===== config.mk =====
export PLATFORM = sky130hd
export DESIGN_NAME = bdbw_divider
export DESIGN_NICKNAME = d
export VERILOG_FILES = /design/src/rtl/core/bdbw_pkg.sv /design/src/rtl/core/bdbw_divider.sv
export SDC_FILE = /design/constraint.sdc
export NUM_CORES = 1
export LEC_CHECK = 0
export BUFFER_PORTS_ARGS = -buffer_cell sky130_fd_sc_hd__buf_2
export CAP_MARGIN = 20
export CORE_MARGIN = 4
export CORE_UTILIZATION = 59
export CTS_CLUSTER_SIZE = 40
export DETAILED_ROUTE_END_ITERATION = 7
export HOLD_SLACK_MARGIN = 0.02
export PLACE_DENSITY = 0.76
export SLEW_MARGIN = 15
export SYNTH_ARGS = -nofsm -noshare
export SYNTH_HDL_FRONTEND = slang
export SYNTH_SLANG_ARGS = --single-unit

===== constraint.sdc =====
create_clock -name clock -period 3.4 [get_ports clock]
set_input_delay 0.68 -clock clock [delete_from_list [all_inputs] [get_ports clock]]
set_output_delay 0.68 -clock clock [all_outputs]
set_load 0.01 [all_outputs]

===== src/rtl/core/bdbw_pkg.sv =====
// Shared types and constants for the display bus frame writer.
// No dependencies.
`default_nettype none
package bdbw_pkg;
   localparam logic [1:0] FUNC_LOAD  = 2'd0;
   localparam logic [1:0] FUNC_START = 2'd1;
   localparam logic [1:0] FUNC_TICK  = 2'd2;

   localparam logic [2:0] REG_DEPTH_MODE = 3'd0;
   localparam logic [2:0] REG_PRIMARY    = 3'd1;
   localparam logic [2:0] REG_SECONDARY  = 3'd2;
   localparam logic [2:0] REG_SRC_WIDTH  = 3'd3;
   localparam logic [2:0] REG_SRC_HEIGHT = 3'd4;
   localparam logic [2:0] REG_SCALE      = 3'd5;
   localparam logic [2:0] REG_WRITE_CMD  = 3'd6;

   localparam logic [14:0] UNITY_Q12 = 15'd4096;

   localparam int MAX_WIDTH  = 64;
   localparam int MAX_HEIGHT = 64;
   localparam int BUF_BYTES  = 8192;

   typedef struct packed {
      logic start;
      logic [7:0] dividend;
      logic [14:0] divisor;
   } div_req_type;

   typedef struct packed {
      logic done;
      logic [8:0] quotient;
   } div_rsp_type;
endpackage
`default_nettype wire


===== src/rtl/core/bdbw_divider.sv =====
// Bit-serial restoring divider: (dividend << 12) / divisor, one quotient bit per cycle.
// Depends on bdbw_pkg.
`default_nettype none
module bdbw_divider
   import bdbw_pkg::*;
(
   input  wire logic        clock,
   input  wire logic        reset,
   input  wire div_req_type req,
   output div_rsp_type      rsp
);
   logic [19:0] num_ff, num_in;
   logic [15:0] rem_ff, rem_in;
   logic [14:0] den_ff, den_in;
   logic [4:0]  cnt_ff, cnt_in;
   logic        busy_ff, busy_in, done_ff, done_in;
   logic [16:0] trial;

   always_comb begin
      num_in = num_ff; rem_in = rem_ff; den_in = den_ff;
      cnt_in = cnt_ff; busy_in = busy_ff; done_in = 1'b0;
      trial = {rem_ff, num_ff[19]} - {2'b00, den_ff};
      if (req.start) begin
         num_in = {req.dividend, 12'd0};
         den_in = req.divisor;
         rem_in = '0;
         cnt_in = 5'd20;
         busy_in = 1'b1;
      end else if (busy_ff) begin
         // shift in one dividend bit, keep it as a quotient bit
         if (!trial[16]) begin
            rem_in = trial[15:0];
            num_in = {num_ff[18:0], 1'b1};
         end else begin
            rem_in = {rem_ff[14:0], num_ff[19]};
            num_in = {num_ff[18:0], 1'b0};
         end
         cnt_in = cnt_ff - 5'd1;
         if (cnt_ff == 5'd1) begin
            busy_in = 1'b0;
            done_in = 1'b1;
         end
      end
   end

   always_ff @(posedge clock) begin
      if (reset) begin
         busy_ff <= 1'b0; done_ff <= 1'b0; cnt_ff <= '0;
      end else begin
         busy_ff <= busy_in; done_ff <= done_in; cnt_ff <= cnt_in;
      end
      num_ff <= num_in; rem_ff <= rem_in; den_ff <= den_in;
   end

   // quotient never exceeds 255 for the supported scale range; saturate a bit wider
   assign rsp.done = done_ff;
   assign rsp.quotient = (num_ff[19:9] != 11'd0) ? 9'h1FF : num_ff[8:0];
endmodule
`default_nettype wire


# Word-level counts from Yosys, hierarchy flattened
# Index checks and enable logic that the tools add are counted.
# W data, S select, Z words.
# word_totals
regBits	58
out_inout_bits	10
word_cells	27
# op_classes
addsub	2
n_eq_ne	1
muxes	11
n_bitwise	1
reduce_logical	4
# ops
cell	n
$mux W20	2
$sub A17 B15 Y17	1
$mux W16	1
$reduce_bool A11 Y1	1
$mux W5	2
$mux W9	1
$eq A5 B1 Y1 const B	1
$mux W1	5
$sub A5 B1 Y5 const B	1
$reduce_or A3 Y1	1
$reduce_bool A2 Y1	1
$reduce_or A2 Y1	1
$not A1 Y1	1

# Longest topological paths before layout
# depth
depth_word	4
depth_mapped	10
mapped_depth_nobuf	9

# Least setup slack after synthesis
# No wires, ideal clock.
# synth_timing
path_type	register -> register
startpoint	register num_ff[19]
endpoint	register rem_ff[8]
setup_ns	0.091
arrival_time_ns	2.335
t_required_ns	3.309
path_slack_ns	0.974
stages_incl_launch_ff	11
cell_sequence	edfxtp_1 -> inv_1 -> ha_1 -> fa_1 -> nand2b_1 -> a21o_1 -> a21o_1 -> a211oi_4 -> buf_6 -> o311ai_1 -> a311oi_1
# synth_via
elab_chain_len	2
# synth_rtl
element	line	text
start, declared	bdbw_divider.sv:12	logic [19:0] num_ff, num_in;
start signal, assigned	bdbw_divider.sv:52	num_ff <= num_in; rem_ff <= rem_in; den_ff <= den_in;
$sub A17 B15 Y17	bdbw_divider.sv:22	trial = {rem_ff, num_ff[19]} - {2'b00, den_ff};
$mux W16	bdbw_divider.sv:31	if (!trial[16]) begin
end signal, assigned	bdbw_divider.sv:52	
end, declared	bdbw_divider.sv:13	logic [15:0] rem_ff, rem_in;
# No other way between the ends.
# A chain may end at the register's enable or synchronous reset.

# Final worst setup path
# Ends and elaborated chain as after synthesis.

==> flow_summary.json <==
{
  "cts_tree": "done",
  "timing.final.crit_share": 0.792,
  "ys_seq_area_frac": 0.427,
  "drt_wl_total_um": 6560,
  "worstPathRequired_ns": 3.64,
  "die_area_um2": 6770,
  "p_seq_frac": 0.492,
  "drive_above_1_share": 0.188,
  "endpoint_kind": "flop",
  "die_w_um": 82.3,
  "nets": 416,
  "ys_async_sr_fraction": 0,
  "syn_area_um2": 3260,
  "setup.worst_path.class": "reg2reg",
  "detail-route-antenna-nets": 0,
  "synth_edf_count": 23,
  "postPlaceCellArea_um2": 3450,
  "peakVddDrop_mv": 0.355,
  "core_um2": 5240,
  "hold_class": "reg2reg",
  "cts_hold_buf": 0,
  "power_frac_clock": 0.331,
  "clk_latency_ns": 0.33,
  "die_h_um": 82.3,
  "synth_area_leaders": "dfxtp_1 22%, edfxtp_1 21%, ha_1 6.5%",
  "grt_use_total": 0.213,
  "cp.arrival_ns": 2.93,
  "initial_utilization": 0.622,
  "rsz0062_at_grt": "false",
  "cts_buffers": 9,
  "diodes": 0,
  "syn_to_final_growth_pct": 11.1,
  "final_core_util": 0.690,
  "cts-htree-levels": 3,
  "io_pins": 36,
  "grt_pass1_vias": 2483,
  "instances_no_fill": 447,
  "powerDensity_nw_per_um2": 441,
  "min_period_ns": 2.69,
  "drv_slew": 0,
  "finalHoldViolCount": 0,
  "synth_ff_type": "dfxtp_1",
  "post_cts_buffers": 0,
  "cts_resized": 0,
  "synth_top_area_share": 0.215,
  "worst_pin_slew_ns": 0.553,
  "overflow": 0,
  "synth_nets": 383,
  "status": "complete, no violations",
  "via_per_inst": 5.65,
  "combPwrFrac": 0.176,
  "num_vias": 2524,
  "rows": 26,
  "p_leak_nw": 1.49,
  "crit_path_max_fanout": 23,
  "hpwl_um": 4740,
  "setup_viol": 0,
  "clock_sinks": 58,
  "clk_pin_slew_ns": 0.07,
  "start_kind": "flop",
  "drt_iter0_drc": 131,
  "grt_pass1_wl_um": 11000,
  "io_buffers": 35,
  "route.detailed.drc": 0,
  "design_area_um2": 3620,
  "avgSynthCellArea_um2": 9.60,
  "root_buffer": "clkbuf_8",
  "dp_cells": 431,
  "yosys.cell_types.count": 57,
  "synth_largest_area_cell": "dfxtp_1",
  "p_int_mw": 1.14,
  "place_congestion": 0.861,
  "cap_violations": 0,
  "relSlewSlack": 0.632,
  "first_pass_iters": 4,
  "clock_skew_ns": 0.00900,
  "clk_path_buf_depth": 2,
  "fmax_mhz": 371,
  "swShare": 0.284,
  "hold_ws_ns": 0.471,
  "fin_tns_setup_ns": 0,
  "antenna_found_initial": 0,
  "p_sw_mw": 0.453,
  "grt_max_degree": 54,
  "synth_seq_cells": 58,
  "synth_cells": 339,
  "yosysWarningCount": 0,
  "wl_per_cell_um": 14.7
}
## logic make-up (layout without fill, tap and decap cells)
logic type | after synthesis | in the layout | share of synthesized area
AO/OA/AOI/OAI | 85 | 85 | 0.187
XOR/XNOR | 14 | 14 | 0.0377
adder cells (fa/ha/maj) | 18 | 18 | 0.0715
buffers and inverters | 38 | 76 | 0.0542
flip-flops | 58 | 58 | 0.427
multiplexers | 20 | 20 | 0.0619
AND/OR/NAND/NOR | 106 | 106 | 0.161
## synth_stat cells (2+ instances only)
master	instances
inv_1	20
a21oi_1	12
buf_4	4
nand4_1	5
nand3_1	2
ha_1	17
buf_6	2
o2111ai_1	2
nor3b_1	2
nand2_2	2
a211o_1	2
buf_1	4
xor2_1	3
a21o_1	10
a2bb2oi_1	3
o211ai_1	3
o21ai_0	15
clkbuf_1	5
a211oi_1	5
a31oi_1	3
nor3_1	4
edfxtp_1	23
nor4_1	2
nand2_1	25
nor2_1	36
dfxtp_1	35
nor4b_1	2
a22o_1	7
a311oi_1	2
mux2i_1	19
o21a_1	5
o31a_1	3
buf_2	3
nand2b_1	6
xnor2_1	11
o21ai_1	5
or2_2	9
nor2b_1	2
## final timing paths
kind | from | to | slack, ns | cells after the start
setup reg to reg | num_ff[19] | rem_ff[8] | 0.71 | 10
hold reg to reg | rem_ff[3] | rem_ff[3] | 0.47 | 2
setup / recovery | num_ff[19] | rem_ff[8] | 0.71 | 10
hold / removal | rem_ff[3] | rem_ff[3] | 0.47 | 2
## power groups by stage
stage | Clock, mW | Sequential [mW] | Combinational, mW
after CTS | 0.542 | 0.785 | 0.281
final | 0.528 | 0.785 | 0.281
after detailed placement | 0 | 0.800 | 0.280
after global routing | 0.568 | 0.789 | 0.317
after floorplan | 0 | 0.794 | 0.221
after global placement | 0 | 0.798 | 0.274
## worst max-delay path: stages (launching register included)
cell	delay (ns)
edfxtp_1	0.35
inv_1	0.06
ha_1	0.23
fa_1	0.40
nand2b_1	0.18
a21o_1	0.21
a21o_1	0.21
a211oi_4	0.20
buf_4	0.33
o311ai_1	0.16
a311oi_1	0.27
## registers in the layout (all words and copies together), names as in the netlist
signal,cells
num_ff,20
rem_ff,16
den_ff,15
cnt_ff,5
busy_ff,1
done_ff,1
## routing by layer
metal | routed length, µm | track usage
met1 | 3090 | 0.271
met2 | 3070 | 0.351
met3 | 270 | 0.0401
met4 | 131 | 0.0980
met5 | 0 | 0
## cell type report
class                   instances  area [µm²]
flip-flops and latches         58        1390
well taps                      70        87.6
inverters                      20        75.1
repair buffers                 40         213
multi-input cells             243        1690
clock buffers                  10         128
fillers                       419        1620
clock inverters                 6        33.8
## metrics by stage
step,setup slack [ns],power (mW)
global route,0.484,1.67
detailed placement,0.722,1.08
finish,0.707,1.59
floorplan,0.974,1.01
global placement,0.818,1.07
CTS,0.711,1.61
## cells in the final DEF, fill, tap and decap left out, drive strengths merged, types with 4 or more instances in the layout
cell type  instances
buf               40
nor2              36
dfxtp             35
nand2             27
edfxtp            23
inv               20
o21ai             20
mux2i             19
ha                17
a21oi             12
xnor2             11
a21o              10
or2               10
clkbuf            10
a22o               7
nand2b             6
a211oi             6
nand4              5
o21a               5
nor3               4
clkinv             4
Note: power is estimated with default switching activity, not from simulation.
